## config.mk

```make
export PLATFORM = sky130hd
export DESIGN_NAME = kfci_muldiv
export DESIGN_NICKNAME = d
export VERILOG_FILES = /design/src/rtl/core/kfci_pkg.sv /design/src/rtl/core/kfci_muldiv.sv
export SDC_FILE = /design/constraint.sdc
export NUM_CORES = 1
export LEC_CHECK = 0
export BUFFER_PORTS_ARGS = -buffer_cell sky130_fd_sc_hd__buf_2
export CORE_MARGIN = 1.5
export CORE_UTILIZATION = 25
export CTS_CLUSTER_DIAMETER = 150
export DETAILED_ROUTE_END_ITERATION = 7
export PLACE_DENSITY = 0.39
export RECOVER_POWER = 25
export SETUP_SLACK_MARGIN = 0.5
export SLEW_MARGIN = 10
export SYNTH_ARGS = -nofsm -noshare
export SYNTH_HDL_FRONTEND = slang
export SYNTH_SLANG_ARGS = --single-unit
```

## constraint.sdc

```tcl
create_clock -name clk -period 22.2 [get_ports clk]
set_input_delay 3.33 -clock clk [delete_from_list [all_inputs] [get_ports clk]]
set_output_delay 3.33 -clock clk [all_outputs]
set_load 0.02 [all_outputs]
```

## src/rtl/core/kfci_pkg.sv

```systemverilog
// ============================================================================
// kfci_pkg: shared codes and types of the keyframe curve interpolator
// Mode and status codes, field widths, and the request/response bundles of
// the multiply-divide unit.
// ============================================================================
package kfci_pkg;

    localparam int unsigned DATA_W   = 32;
    localparam int unsigned MODE_W   = 2;
    localparam int unsigned STATUS_W = 2;
    localparam int unsigned INDEX_W  = 6;
    localparam int unsigned COUNT_W  = 7;
    localparam int unsigned MARGIN_W = 16;
    localparam int unsigned QUO_W    = 35;

    localparam logic [MODE_W-1:0] MODE_CLEAR  = 2'd0;
    localparam logic [MODE_W-1:0] MODE_ADD    = 2'd1;
    localparam logic [MODE_W-1:0] MODE_EVAL   = 2'd2;
    localparam logic [MODE_W-1:0] MODE_REMOVE = 2'd3;

    localparam logic [STATUS_W-1:0] STATUS_OK    = 2'd0;
    localparam logic [STATUS_W-1:0] STATUS_HELD  = 2'd1;
    localparam logic [STATUS_W-1:0] STATUS_EMPTY = 2'd2;
    localparam logic [STATUS_W-1:0] STATUS_BAD   = 2'd3;

    typedef struct packed {
        logic              start;
        logic [32:0]       mul_a;
        logic [32:0]       mul_b;
        logic [32:0]       den;
    } arith_req_t;

    typedef struct packed {
        logic              done;
        logic [QUO_W-1:0]  quo;
    } arith_rsp_t;

endpackage

```

## src/rtl/core/kfci_muldiv.sv

```systemverilog
// ============================================================================
// kfci_muldiv: sequential unsigned multiply then divide
// Forms a 33x33 product from four 17x17 partial products, then divides it by
// a 33-bit divisor one quotient bit per cycle; quotient clamped to 2^34.
// ============================================================================
module kfci_muldiv
(
    input  logic                 clk,
    input  logic                 rst_n,
    input  kfci_pkg::arith_req_t req,
    output kfci_pkg::arith_rsp_t rsp
);

    localparam int unsigned PROD_W = 66;

    typedef enum logic [1:0] {PH_IDLE, PH_MUL, PH_DIV} phase_t;

    phase_t                       phase_reg;
    logic [1:0]                   step_reg;
    logic [6:0]                   bit_reg;
    logic [33:0]                  a_reg;
    logic [33:0]                  b_reg;
    logic [32:0]                  den_reg;
    logic [PROD_W-1:0]            acc_reg;
    logic [32:0]                  rem_reg;
    logic                         done_reg;
    logic [kfci_pkg::QUO_W-1:0]   quo_reg;

    logic [16:0]                  pa;
    logic [16:0]                  pb;
    logic [33:0]                  pp;
    logic [PROD_W-1:0]            pp_sh;
    logic [33:0]                  rem_sh;
    logic                         ge;
    logic [33:0]                  rem_sub;
    logic [PROD_W-1:0]            quo_full;

    always_comb
    begin
        pa = step_reg[0] ? a_reg[33:17] : a_reg[16:0];
        pb = step_reg[1] ? b_reg[33:17] : b_reg[16:0];
        pp = pa * pb;
        case (step_reg)
            2'd0:    pp_sh = PROD_W'(pp);
            2'd1:    pp_sh = PROD_W'(pp) << 17;
            2'd2:    pp_sh = PROD_W'(pp) << 17;
            default: pp_sh = PROD_W'(pp) << 34;
        endcase
        rem_sh   = {rem_reg, acc_reg[PROD_W-1]};
        ge       = rem_sh >= {1'b0, den_reg};
        rem_sub  = rem_sh - {1'b0, den_reg};
        quo_full = {acc_reg[PROD_W-2:0], ge};
    end

    always_ff @(posedge clk or negedge rst_n)
    begin
        if (!rst_n)
        begin
            phase_reg <= PH_IDLE;
            step_reg  <= '0;
            bit_reg   <= '0;
            done_reg  <= 1'b0;
        end
        else
        begin
            done_reg <= 1'b0;
            case (phase_reg)
                PH_IDLE:
                begin
                    if (req.start)
                    begin
                        a_reg     <= {1'b0, req.mul_a};
                        b_reg     <= {1'b0, req.mul_b};
                        den_reg   <= req.den;
                        acc_reg   <= '0;
                        step_reg  <= '0;
                        phase_reg <= PH_MUL;
                    end
                end
                PH_MUL:
                begin
                    // accumulate one partial product
                    acc_reg  <= acc_reg + pp_sh;
                    step_reg <= step_reg + 2'd1;
                    if (step_reg == 2'd3)
                    begin
                        rem_reg   <= '0;
                        bit_reg   <= '0;
                        phase_reg <= PH_DIV;
                    end
                end
                PH_DIV:
                begin
                    // one restoring step: shift in a dividend bit, subtract if it fits
                    rem_reg <= ge ? rem_sub[32:0] : rem_sh[32:0];
                    acc_reg <= quo_full;
                    bit_reg <= bit_reg + 7'd1;
                    if (bit_reg == 7'(PROD_W - 1))
                    begin
                        if ((|quo_full[PROD_W-1:35]) || (quo_full[34] && (|quo_full[33:0])))
                            quo_reg <= {1'b1, 34'd0};
                        else
                            quo_reg <= quo_full[34:0];
                        done_reg  <= 1'b1;
                        phase_reg <= PH_IDLE;
                    end
                end
                default:
                begin
                    phase_reg <= PH_IDLE;
                end
            endcase
        end
    end

    assign rsp.done = done_reg;
    assign rsp.quo  = quo_reg;

endmodule

```

==> metrics.yaml, run 1 <==
synth:
  synth.net_count: 3210
  synth_area_per_cell_um2: 9.439
  yosys_warnings: 0
  synthesis.instances: 2669
  synthDominantCellAreaShare: 0.2777
  share_of_the_yosys_chip_area_belonging_to_registers: 0.2896
  post_synth_instance_area_um2: 25190
  synth-seq-cells: 245
  yosys_most_used_dff: "sky130_fd_sc_hd__edfxtp_1"
  netlist_top_cells_area: "sky130_fd_sc_hd__edfxtp_1, sky130_fd_sc_hd__fa_1, sky130_fd_sc_hd__ha_1, sky130_fd_sc_hd__inv_1, sky130_fd_sc_hd__nand2_1"
  count_of_flip_flops_with_a_built_in_enable_after_synthesis: 233
  synth.largest_area_cell: "sky130_fd_sc_hd__edfxtp_1"
  synth.lib_cells_used.distinct: 77
  post_synth_arst_share: 0.04898
clocking:
  cts_inserted_buffers: 36
  cts-resized-gates: 0
  tritoncts_num_sinks: 245
  clock_tree.htree_level_count: 2
  clk_transition_reported_paths_ns: 0.07
  root_cell_of_the_clock_tree: "sky130_fd_sc_hd__clkbuf_16"
  postCtsHoldBufs: 0
  cts.path.max_buffers: 3
  clock_latency_late_sink_ns: 0.60
  cts_setup_buffers: 0
  tritoncts: "yes"
worst_hold_path:
  hold_path.class: "reg -> reg"
grt:
  groute.usage.overall: 0.1578
  number_of_global_route_vias_before_repair: 20160
  largest_net_degree_at_the_start_of_global_routing: 69
  grt_pass1_wl_mm: 124.1
  grt_antenna_before_repair: 0
  globalRouteOverflowTotal: 0
timing:
  fin_skew_ns: 0.03464
  final_report_hold_violation_count: 0
  relSlewSlack: -0.5427
  total_neg_setup_slack_ns: 0
  report.final.setup_viol: 0
  fin_crit_ns: 12.05
  grt_setup_unrepaired: "false"
  slew_violations: 114
  finalCritPeriodShare: 0.5426
  worst_slew_pin_slew_ns: 2.314
  f_max_mhz: 83.02
die:
  floorplan.initialDensity: 0.2519
  core_region_area_um2: 100000
  die_h_um: 320.4
  fp.dieW_um: 320.4
  dieArea_um2: 102700
  floorplan.io_pins: 138
  fp-row-count: 116
detailed_routing:
  detailroute.via_count: 19490
  route.detailed.drc: 0
  drt_iter0_drc: 1254
  wl_per_cell_um: 19.91
  post_route_antenna_net_violation_count: 0
  first_pass_iters: 5
  vias_per_cell: 4.761
  totalWireLength_mm: 81.49
cells_and_area:
  nFillCells: 10590
  largest_register_ffs: 66
  design.final.nets: 3308
  flow.area_growth_from_synthesis_pct: 13.14
  postLayoutCellArea_um2: 28500
  final_layout_size_suffix_gt1_frac: 0.09660
  antenna_cells_inserted: 0
setup_path:
  startpoint_type: "register"
  crit_slowest_cell: "sky130_fd_sc_hd__dfrtp_1"
  r2r_end: "acc_reg[65]"
  endpoint: "acc_reg[65]"
  ff2ff_setup_slack_ns: 10.15
  worstSetupPathDepth: 36
  timing.rr.start: "step_reg[1]"
  worst_path_largest_cell_delay_ns: 1.49
  cp_data_arrival_time_ns: 12.39
  worstSetupPathType: "reg -> reg"
  critical_path_peak_fanout: 33
  critical_path.endpoint_type: "register"
  rr_worst_depth: 36
  startpoint: "step_reg[1]"
  timing.critical_path.mode_cell: "sky130_fd_sc_hd__a21oi_1"
  required_ns: 22.55
  cp_num_buf_inv: 4
  crit_family: "compound AO/OA/AOI/OAI gates"
placement:
  rd_place_congestion: 0.8599
  port_buffers: 137
  place_hpwl_mm: 65.03
  placed_cell_area_um2: 27280
job:
  max_cap_viol_count: 3
outcome:
  failed_checks: "capacitance limit, slew limit"
  run_status: "complete, but fails checks"
==> through the flow <==
step / utilization / setup WS [ns] / instances / hold slack [ns]
2_1_floorplan: - / 12.41 / 2669 / 0.4718
3_3_place_gp: 0.2728 / 10.84 / 4027 / 0.4985
3_5_place_dp: 0.2728 / 10.71 / 4027 / 0.5078
4_1_cts: 0.2852 / 10.65 / 4093 / 0.5210
5_1_grt: 0.2850 / 9.263 / 4093 / 0.5588
6_report: 0.2850 / 10.15 / 4093 / 0.5154
==> layout by cell type, fill, tap and decap left out, drive strengths merged, types with 15 or more instances in the layout <==
cell type | Yosys | routed
a211oi | 16 | 16
a21o | 76 | 76
a21oi | 138 | 138
a22oi | 28 | 28
a31oi | 26 | 26
and2 | 64 | 64
and3 | 16 | 16
buf | 14 | 151
clkbuf | 84 | 49
clkinv | 2 | 17
edfxtp | 233 | 233
fa | 226 | 226
ha | 213 | 213
inv | 351 | 355
mux2 | 32 | 32
mux2i | 52 | 52
nand2 | 314 | 314
nand2b | 15 | 15
nand3 | 29 | 29
nand4 | 23 | 23
nor2 | 230 | 230
nor2b | 50 | 50
nor3 | 22 | 22
nor4 | 20 | 20
o21ai | 119 | 119
o21bai | 21 | 21
xnor2 | 72 | 72
xor2 | 53 | 53
==> synthesized netlist by cell type, drive strengths merged, types with 16 or more instances <==
cell type and number:
a211oi 16, clkbuf 84, mux2i 52, xor2 53, nand2 314, a21oi 138
o21bai 21, ha 213, edfxtp 233, nor3 22, mux2 32, a22oi 28
nor2b 50, fa 226, inv 351, nor2 230, and2 64, and3 16
nand3 29, a21o 76, xnor2 72, nand4 23, a31oi 26, nor4 20
o21ai 119
==> worst min-delay path by stage <==
stage                 start      endpoint  slack (ns)  cells after the start
2_1_floorplan  phase_reg[1]  phase_reg[1]        0.47                      2
3_3_place_gp   phase_reg[1]  phase_reg[1]        0.50                      2
3_5_place_dp   phase_reg[1]  phase_reg[1]        0.51                      2
4_1_cts        phase_reg[1]  phase_reg[1]        0.52                      2
5_1_grt        phase_reg[1]  phase_reg[1]        0.56                      2
6_report       phase_reg[1]  phase_reg[1]        0.52                      2
==> cells by family (layout without fill, tap and decap cells) <==
group,after synthesis,after routing,synth area share
fa+ha+maj,439,439,0.2854
flops,245,245,0.2896
mux,84,84,0.03496
xor+xnor,126,126,0.04435
simple gates,809,809,0.1462
buf+inv,451,577,0.06849
compound gates,515,515,0.1310
==> tightest hold or removal path, stage by stage, from the launching register on <==
cell and delay [ns]:
sky130_fd_sc_hd__dfrtp_1 0.37, sky130_fd_sc_hd__nand2_1 0.05, sky130_fd_sc_hd__o21ai_0 0.06
==> layout make-up <==
type	instances	area [um2]	share of cell area
timing repair buffer	158	829.5	0.02910
clock buffer	42	943.4	0.03310
clock inverter	24	289.0	0.01014
inverter	353	1325	0.04649
sequential	245	7298	0.2561
tap	1298	1624	0.05698
multi-input combinational	1973	16190	0.5681
==> per-layer routing <==
layer | global-route usage | part of all wire | routed length (um)
met1 | 0.2110 | 0.46 | 37150
met2 | 0.2672 | 0.48 | 39330
met3 | 0.01970 | 0.039 | 3160
met4 | 0.04360 | 0.023 | 1844
met5 | 0 | 0 | 0
Power of run 1 is left out: the tool's default activity adds up to more than one toggle a clock period on the data nets, which glitch-free logic cannot reach.
==> inputs of run 2 (changes only) <==
--- a/config.mk
+++ b/config.mk
@@ -5,6 +5,7 @@
 export SDC_FILE = /design/constraint.sdc
 export NUM_CORES = 1
 export LEC_CHECK = 0
+export ABC_AREA = 1
 export BUFFER_PORTS_ARGS = -buffer_cell sky130_fd_sc_hd__buf_2
 export CORE_MARGIN = 1.5
 export CORE_UTILIZATION = 25
==> constraint.sdc (replaced) <==
create_clock -name clk -period 12.55 [get_ports clk]
set_input_delay 1.8825 -clock clk [delete_from_list [all_inputs] [get_ports clk]]
set_output_delay 1.8825 -clock clk [all_outputs]
set_load 0.02 [all_outputs]
==> metrics.yaml, run 2 <==
die:
  fp-row-count: 119  # +2.6%
  dieArea_um2: 108700  # +5.9%
  core_region_area_um2: 105600  # +5.6%
  floorplan.initialDensity: 0.2528  # +0.0008733
  floorplan.io_pins: 138  # unchanged
  die_h_um: 329.7  # +2.9%
  fp.dieW_um: 329.7  # +2.9%
setup_path:
  crit_slowest_cell: "sky130_fd_sc_hd__o21ai_0"
  worstSetupPathType: "reg -> reg"
  r2r_end: "acc_reg[44]"
  startpoint_type: "register"
  critical_path_peak_fanout: 19  # -42%
  ff2ff_setup_slack_ns: 1.81  # -8.35 ns
  cp_data_arrival_time_ns: 11.00  # -1.39 ns
  timing.rr.start: "step_reg[1]"
  timing.critical_path.mode_cell: "sky130_fd_sc_hd__inv_1"
  rr_worst_depth: 40  # +11%
  required_ns: 12.81  # -9.74 ns
  critical_path.endpoint_type: "register"
  worst_path_largest_cell_delay_ns: 0.73  # -0.76 ns
synth:
  synthesis.instances: 3430  # +29%
  post_synth_arst_share: 0.04898  # unchanged
  post_synth_instance_area_um2: 26690  # +5.9%
  synth-seq-cells: 245  # unchanged
  synth_area_per_cell_um2: 7.780  # -18%
  share_of_the_yosys_chip_area_belonging_to_registers: 0.2734  # -0.01621
  yosys_warnings: 0  # unchanged
  synthDominantCellAreaShare: 0.2622  # -0.01555
  count_of_flip_flops_with_a_built_in_enable_after_synthesis: 233  # unchanged
  post-synth-top-count-cell: "sky130_fd_sc_hd__nand2_1"
  synth.net_count: 3971  # +24%
  netlist_top_cells_area: "sky130_fd_sc_hd__edfxtp_1, sky130_fd_sc_hd__fa_1, sky130_fd_sc_hd__ha_1, sky130_fd_sc_hd__nand2_1, sky130_fd_sc_hd__inv_1"
  synth.cells.most_frequent: "sky130_fd_sc_hd__nand2_1, sky130_fd_sc_hd__inv_1, sky130_fd_sc_hd__nor2_1"
  yosys_most_used_dff: "sky130_fd_sc_hd__edfxtp_1"
  synth.lib_cells_used.distinct: 55  # -29%
  synth.largest_area_cell: "sky130_fd_sc_hd__edfxtp_1"
cells_and_area:
  postLayoutCellArea_um2: 30060  # +5.5%
  flow.area_growth_from_synthesis_pct: 12.63
  final_layout_size_suffix_gt1_frac: 0.07926  # -0.01734
  mostFrequentLayoutCells: "sky130_fd_sc_hd__nand2_1, sky130_fd_sc_hd__inv_1, sky130_fd_sc_hd__nor2_1, sky130_fd_sc_hd__a21oi_1, sky130_fd_sc_hd__edfxtp_1"
  nFillCells: 11490  # +8.5%
  largest_register_ffs: 66  # unchanged
  layout.cells.most_common: "sky130_fd_sc_hd__nand2_1"
  finish.utilization: 0.2847  # -0.0003020
  design.final.nets: 4102  # +24%
grt:
  grt_antenna_before_repair: 3  # +3
  groute.usage.overall: 0.1786  # +0.02081
  grtUsageMet2: 0.2739  # +0.006707
  globalRouteMet3Util: 0.02540  # +0.005702
  number_of_global_route_vias_before_repair: 23730  # +18%
  globalRouteOverflowTotal: 0  # unchanged
  largest_net_degree_at_the_start_of_global_routing: 69  # unchanged
  gr-usage-met1: 0.2635  # +0.05253
  grt-busiest-layer: "met2"
  grt_pass1_wl_mm: 147.9  # +19%
detailed_routing:
  vias_per_cell: 4.635  # -2.6%
  route.detailed.drc: 0  # unchanged
  first_pass_iters: 6  # +1
  totalWireLength_mm: 96.61  # +19%
  detailroute.via_count: 23060  # +18%
  drt_iter0_drc: 1557  # +24%
  post_route_antenna_net_violation_count: 0  # unchanged
  wl_per_cell_um: 19.42  # -2.5%
worst_hold_path:
  min_delay_path_depth: 2  # unchanged
  hold_path.class: "reg -> reg"
  hold_path_end: "phase_reg[0]"
  worst_hold_startpoint: "phase_reg[0]"
timing:
  total_neg_setup_slack_ns: 0  # unchanged
  grt_setup_unrepaired: "false"
  worst_slew_pin_slew_ns: 3.361  # +1.047 ns
  finalCritPeriodShare: 0.8560  # +0.3134
  slew_violations: 106  # -7.0%
  final_report_hold_violation_count: 0  # unchanged
  fin_skew_ns: 0.02722  # -0.007413 ns
  fin_crit_ns: 10.74  # -1.303 ns
  f_max_mhz: 93.09  # +12%
  relSlewSlack: -1.241  # -0.6979
  report.final.setup_viol: 0  # unchanged
clocking:
  root_cell_of_the_clock_tree: "sky130_fd_sc_hd__clkbuf_16"
  clock_latency_late_sink_ns: 0.57  # -0.03 ns
  tritoncts: "yes"
  tritoncts_num_sinks: 245  # unchanged
  cts-resized-gates: 0  # unchanged
  cts_setup_buffers: 0  # unchanged
  cts.path.max_buffers: 3  # unchanged
  clock_tree.htree_level_count: 2  # unchanged
  clk_transition_reported_paths_ns: 0.06  # about the same
  postCtsHoldBufs: 0  # unchanged
  cts_inserted_buffers: 34  # -5.6%
placement:
  port_buffers: 137  # unchanged
  place_hpwl_mm: 78.19  # +20%
  rd_place_congestion: 0.9242  # +7.5%
  placed_cell_area_um2: 29050  # +6.5%
outcome:
  failed_checks: "capacitance limit, slew limit"
  run_status: "complete, but fails checks"
job:
  max_cap_viol_count: 2  # -1
## run 2: cell type report
class	instances	area [um2]	share of cell area
inverter	648	2440	0.08118
timing repair buffer	166	893.4	0.02972
clock buffer	43	915.9	0.03047
tap	1391	1740	0.05791
sequential	245	7297	0.2428
multi-input combinational	2466	16640	0.5536
clock inverter	15	128.9	0.004288
antenna	1	2.502	0.00008326
## run 2: how the worst max path moves through the flow
stage | from | endpoint | slack [ns]
6_report | step_reg[1] | acc_reg[44] | 1.81
3_3_place_gp | step_reg[1] | acc_reg[60] | 1.80
2_1_floorplan | step_reg[0] | acc_reg[60] | 4.71
3_5_place_dp | step_reg[1] | acc_reg[44] | 1.88
4_1_cts | step_reg[1] | acc_reg[44] | 1.82
5_1_grt | step_reg[1] | acc_reg[60] | 1.17
## run 2: stage by stage
stage,hold WS (ns),std cells,setup WS (ns)
after floorplan,0.4782,3430,4.712
after global placement,0.5179,4915,1.803
after detailed placement,0.5149,4916,1.879
after CTS,0.5299,4974,1.818
after global routing,0.5401,4974,1.174
final,0.5253,4975,1.808
## run 2: cell families (layout without fill, tap and decap cells)
family / count (synthesis) / in the layout / synth area share
adders and majority gates: 439 / 439 / 0.2694
and+or+nand+nor: 1421 / 1421 / 0.2219
buffers and inverters: 719 / 872 / 0.1043
xor gates and xnor gates: 54 / 54 / 0.01772
AOI/OAI and AO/OA: 552 / 552 / 0.1133
other: 0 / 1 / 0
DFF: 245 / 245 / 0.2734
## run 2: critical path: cells and delay by family, from the launching register on
| family | cells | cell delay, ns |
|---|---|---|
| and+or+nand+nor | 15 | 1.92 |
| adders and majority gates | 8 | 4.02 |
| buffers and inverters | 11 | 1.83 |
| xor gates and xnor gates | 1 | 0.48 |
| AOI/OAI and AO/OA | 5 | 1.80 |
| DFF | 1 | 0.35 |
## run 2: routing by layer
layer  up-vias  share of wire
met5         -        0.00010
met4         2          0.023
met3       115          0.052
met2       536           0.43
met1     11180           0.49
li1      11230              -
Power of run 2 is left out for the same reason.
